<file path="config.mk">
export PLATFORM = sky130hd
export DESIGN_NAME = rsdz_ctrl
export DESIGN_NICKNAME = d
export VERILOG_FILES = /design/src/rtl/core/assert_macros.svh /design/src/rtl/core/rsdz_pkg.sv /design/src/rtl/core/rsdz_ctrl.sv
export SDC_FILE = /design/constraint.sdc
export NUM_CORES = 1
export LEC_CHECK = 0
export BUFFER_PORTS_ARGS = -buffer_cell sky130_fd_sc_hd__buf_2
export CORE_AREA = 4 4 71 73
export CTS_CLUSTER_DIAMETER = 40
export DETAILED_ROUTE_END_ITERATION = 12
export DIE_AREA = 0 0 75 77
export MAX_ROUTING_LAYER = met4
export SLEW_MARGIN = 20
export SYNTH_ARGS = -nofsm -noshare
export SYNTH_HDL_FRONTEND = slang
export SYNTH_SLANG_ARGS = --single-unit
</file>
<file path="constraint.sdc">
create_clock -name clk -period 3.2 [get_ports clk]
set_input_delay 0.64 -clock clk [delete_from_list [all_inputs] [get_ports clk]]
set_output_delay 0.64 -clock clk [all_outputs]
set_load 0.02 [all_outputs]
</file>
<file path="src/rtl/core/assert_macros.svh">
// ----------------------------------------------------------------------------
// Assertion macros
// Clocked, reset-qualified property checks for the stick shaping core.
// ----------------------------------------------------------------------------
`ifndef ASSERT_MACROS_SVH
`define ASSERT_MACROS_SVH

// condition holds at every clock edge out of reset
`define ASSERT_ALWAYS(lbl, cond) \
    lbl: assert property (@(posedge clk) disable iff (!rst_n) (cond)) \
        else $error("assertion failed");

// antecedent implies consequent in the same cycle
`define ASSERT_IMPLY(lbl, ante, cons) \
    lbl: assert property (@(posedge clk) disable iff (!rst_n) (ante) |-> (cons)) \
        else $error("assertion failed");

`endif

</file>
<file path="src/rtl/core/rsdz_pkg.sv">
// ----------------------------------------------------------------------------
// Radial dead zone package
// Stage map, configuration codes and the per-step arithmetic helpers.
// ----------------------------------------------------------------------------
package rsdz_pkg;

    localparam int SQRT_STEPS = 16;
    localparam int DIV_STEPS  = 15;

    localparam int ST_IN  = 0;
    localparam int ST_SQ  = 1;
    localparam int ST_SUM = 2;
    localparam int ST_RT0 = 3;
    localparam int ST_RTN = ST_RT0 + SQRT_STEPS - 1;
    localparam int ST_SCL = ST_RTN + 1;
    localparam int ST_PRD = ST_SCL + 1;
    localparam int ST_SAT = ST_PRD + 1;
    localparam int ST_DV0 = ST_SAT + 1;
    localparam int ST_DVN = ST_DV0 + DIV_STEPS - 1;
    localparam int ST_OUT = ST_DVN + 1;
    localparam int NS     = ST_OUT + 1;

    localparam logic [0:0] CFG_DEAD = 1'b0;
    localparam logic [0:0] CFG_FULL = 1'b1;

    localparam logic [15:0] DEAD_RESET = 16'd7849;
    localparam logic [15:0] FULL_RESET = 16'd32767;
    localparam logic [15:0] Q_MAX      = 16'd32767;

    typedef struct packed {
        logic [NS-1:0] load;
        logic          out_valid;
    } rsdz_ctrl_t;

    typedef struct packed {
        logic [17:0] rem;
        logic [15:0] root;
        logic [31:0] n;
    } sqrt_st_t;

    typedef struct packed {
        logic [31:0] rem;
        logic [14:0] q;
    } div_st_t;

    function automatic sqrt_st_t sqrt_step(input sqrt_st_t s);
        sqrt_st_t    r;
        logic [19:0] rs;
        logic [19:0] t;
        rs = {s.rem, s.n[31:30]};
        t  = {2'b00, s.root, 2'b01};
        if (rs >= t) begin
            r.rem  = 18'(rs - t);
            r.root = {s.root[14:0], 1'b1};
        end
        else begin
            r.rem  = rs[17:0];
            r.root = {s.root[14:0], 1'b0};
        end
        r.n = {s.n[29:0], 2'b00};
        return r;
    endfunction

    function automatic div_st_t div_step(input div_st_t s, input logic [31:0] den);
        div_st_t     r;
        logic [32:0] r2;
        r2 = {s.rem, 1'b0};
        if (r2 >= {1'b0, den}) begin
            r.rem = 32'(r2 - {1'b0, den});
            r.q   = {s.q[13:0], 1'b1};
        end
        else begin
            r.rem = r2[31:0];
            r.q   = {s.q[13:0], 1'b0};
        end
        return r;
    endfunction

endpackage

</file>
<file path="src/rtl/core/rsdz_ctrl.sv">
// ----------------------------------------------------------------------------
// Radial dead zone pipeline control
// Per-stage occupancy and load enables; a stage fills whenever it is
// empty or its contents move on.
// ----------------------------------------------------------------------------
module rsdz_ctrl
    import rsdz_pkg::*;
(
    input  logic       clk,
    input  logic       rst_n,
    input  logic       in_valid,
    input  logic       out_ready,
    output logic       in_ready,
    output rsdz_ctrl_t ctrl
);

    logic [NS-1:0] v_reg;
    logic [NS-1:0] load;

    always_comb
    begin
        load[NS-1] = !v_reg[NS-1] || out_ready;
        for (int i = NS - 2; i >= 0; i--)
        begin
            load[i] = !v_reg[i] || load[i+1];
        end
    end

    always_ff @(posedge clk or negedge rst_n)
    begin
        if (!rst_n)
        begin
            v_reg <= '0;
        end
        else
        begin
            if (load[0])
            begin
                v_reg[0] <= in_valid;
            end
            for (int i = 1; i < NS; i++)
            begin
                if (load[i])
                begin
                    v_reg[i] <= v_reg[i-1];
                end
            end
        end
    end

    assign in_ready       = load[0];
    assign ctrl.load      = load;
    assign ctrl.out_valid = v_reg[NS-1];

endmodule

</file>
==> impl_results.md <==
- Hold Fails Final Rpt: 0
- Die height: 77 µm
- Hold Path Class: in -> async
- Reg power frac: 55.1%
- # Max-Cap Violations: 0
- RR Startpoint: v_reg[14]
- Post-synth top area share: 55.2%
- DRT Pass-1 Iters: 4
- DRC: 0
- Yosys top cell by area: dfrtp_1
- Vias in the first global route: 1,284
- Clk root buf: clkbuf_8
- Syn_nets: 161
- Worst path bufs/invs: 3
- GRT overflow: 0
- Largest net degree at the start of global routing: 39
- Chip width: 75 µm
- Largest cells by area after synthesis: dfrtp_1, nand3_1, nand2b_1, nand4_1, nand2_1
- Antenna violations before repair: 0
- H-tree Lvls: 2
- Max_slew headroom: 44.3%
- Reg clk slew, reported paths: 80 ps
- RSZ-0062 raised after global routing: no
- Post-DP HPWL: 2.60 mm
- Switching power total: 0.256 mW
- Synthesis Warnings: 0
- # IOs: 44
- Skew final: 7.42 ps
- Core Rows: 24
- Total Power: 0.979 mW
- Internal power: 0.722 mW
- Routed met2 length: 1.61 mm
- CP max FO: 8
- Slowest CP cell: nor4_4
- Slew @ Worst Pin: 836 ps
- Async set-reset flop share out of synthesis: 100%
- All-Layer GR Usage: 13.8%
- Final max-slew violation count: 0
- Worst reg-to-reg path cell count: 4
- DR iter-0 viols: 49
- Final antenna diode count: 0
- Status: complete, no violations
- Synth Instances: 157
- Vias: 1,310
- Critical path class: in -> out
- Met3 WL post-DR: 280 µm
- Synth cell types: 32
- EDFF count, synth: 0
- Top cell family by delay on the critical path: simple AND/OR/NAND/NOR gates
- RR Endpoint: v_reg[5]
- Die area: 0.00578 mm²
- Power per cell area: 483 mW/mm²
- Finished Layout Cells: 251
- Switch share: 26.2%
- Final nets: 202
- GPL Wtd Cong: 0.765
- Placed Cells: 243
- Crit. End Element: output port
- Max VDD drop: 0.000198 V
- Slowest stage delay, CP: 380 ps
- Startpoint types: input port
- First-pass GRT wire length: 5.96 mm
- Crit-path cells: buf_2 > nand4b_4 > nor4_4 > and2_1 > inv_4 > or2_1 > buf_2
- Drt total wl: 3.54 mm
- Final min period: 2800 ps
- Post-route cell area: 0.00203 mm²
- Dpl cell area: 0.00193 mm²
- Comb pwr share: 10.0%
- Setup violations, final: 0
- CTS resizes: 0
- DR top layer: met4
- Clk buf depth: 2
- Number of buffers inserted by port buffering: 43
- Initial Util: 39.6%
- Ys flop type: dfrtp_1
- Critical Path RT: 2560 ps
- Post-CTS setup buffers: 0
- Worst EP arrival: 2160 ps
- Fin crit share: 87.4%
- Synthesized area: 0.00172 mm²
- Metal-1 WL: 1.59 mm
- Hold Buf Count CTS: 0
- R2R setup slack: 1410 ps
- WL/cell: 14.1 µm
- Clock power frac: 34.9%
- Achievable Freq: 0.357 GHz
- FF+latch count, synth: 38
- Area Growth Syn to Fin: 17.5%
- TritonCTS Buffers: 5
- Leak: 0.873 nW
- Routed Antenna Nets: 0
- Layout cell share with drive strength beyond 1: 33.2%
- Clk_lat worst skew: 290 ps
- TritonCTS clock tree: done
- Worst path depth: 7
- Clock sink total: 38
- Sequential share of the synthesized area: 55.2%
- Crit-path most repeated cell: buf_2
- Vias per cell: 5.22
- Setup Total Neg Slack: 0 ps
- Mean Syn Cell Area: 11.0 µm²
- Max FFs per register: 38
- Area of the core: 0.00435 mm²
## layout by cell type, fill, tap and decap left out, drive strengths merged, types with 2 or more instances in the layout
cell,count
a41o,4
buf,44
or2,6
inv,8
nor2,2
nor3,2
and4,4
nor4,4
nand3,17
dfrtp,38
nand2b,13
and2,4
a31o,7
and3,4
nand4,9
clkbuf,6
nand2,14
a21o,6
## per-layer routing
layer / vias up / global-route usage (%)
li1: 637 / -
met1: 625 / 17.2
met2: 42 / 20.8
met3: 6 / 4.71
met4: 0 / 4.80
met5: - / -
## Yosys cell counts (4+ instances only)
cell type / n
a21o_1: 6
a31o_2: 5
a41o_1: 4
and2_1: 4
and3_1: 4
and4_1: 4
buf_4: 4
dfrtp_1: 38
inv_1: 7
nand2_1: 14
nand2b_1: 13
nand3_1: 17
nand4_1: 9
or2_2: 5
## power by group through the flow
| stage | logic, mW | clock network [mW] | registers [mW] |
|---|---|---|---|
| floorplan | 0.0747 | 0 | 0.539 |
| global placement | 0.0969 | 0 | 0.547 |
| detailed placement | 0.100 | 0 | 0.549 |
| CTS | 0.100 | 0.356 | 0.540 |
| global route | 0.110 | 0.376 | 0.544 |
| finish | 0.0974 | 0.342 | 0.540 |
## layout make-up
type                            instances  area (µm²)
Tap cell                               52        65.1
Clock inverter                          2        12.5
Inverter                                8        32.5
Multi-Input combinational cell        101         659
Timing Repair Buffer                   44         223
Fill cell                             429        2330
Clock buffer                            6        82.6
Sequential cell                        38         951
## worst max-delay path by stage
stage	slack (ps)	to	start
after floorplan	500	ctrl[1]	out_ready
after global placement	460	ctrl[19]	out_ready
after detailed placement	390	ctrl[19]	out_ready
after CTS	390	ctrl[19]	out_ready
after global routing	260	ctrl[11]	v_reg[32]
final	400	ctrl[19]	out_ready
## through the flow
stage / hold WS [ps] / utilization [%] / worst slack (ps)
floorplan: 344 / - / 502
global placement: 427 / 44.3 / 460
detailed placement: 435 / 44.3 / 391
CTS: 451 / 46.5 / 386
global route: 472 / 46.5 / 262
finish: 441 / 46.5 / 403
## cells by family after synthesis
| family | synth area share, % |
|---|---|
| buf+inv | 6.60 |
| simple gates | 29.0 |
| compound gates | 9.22 |
| flops | 55.2 |
(Power assumes the default switching activity.)
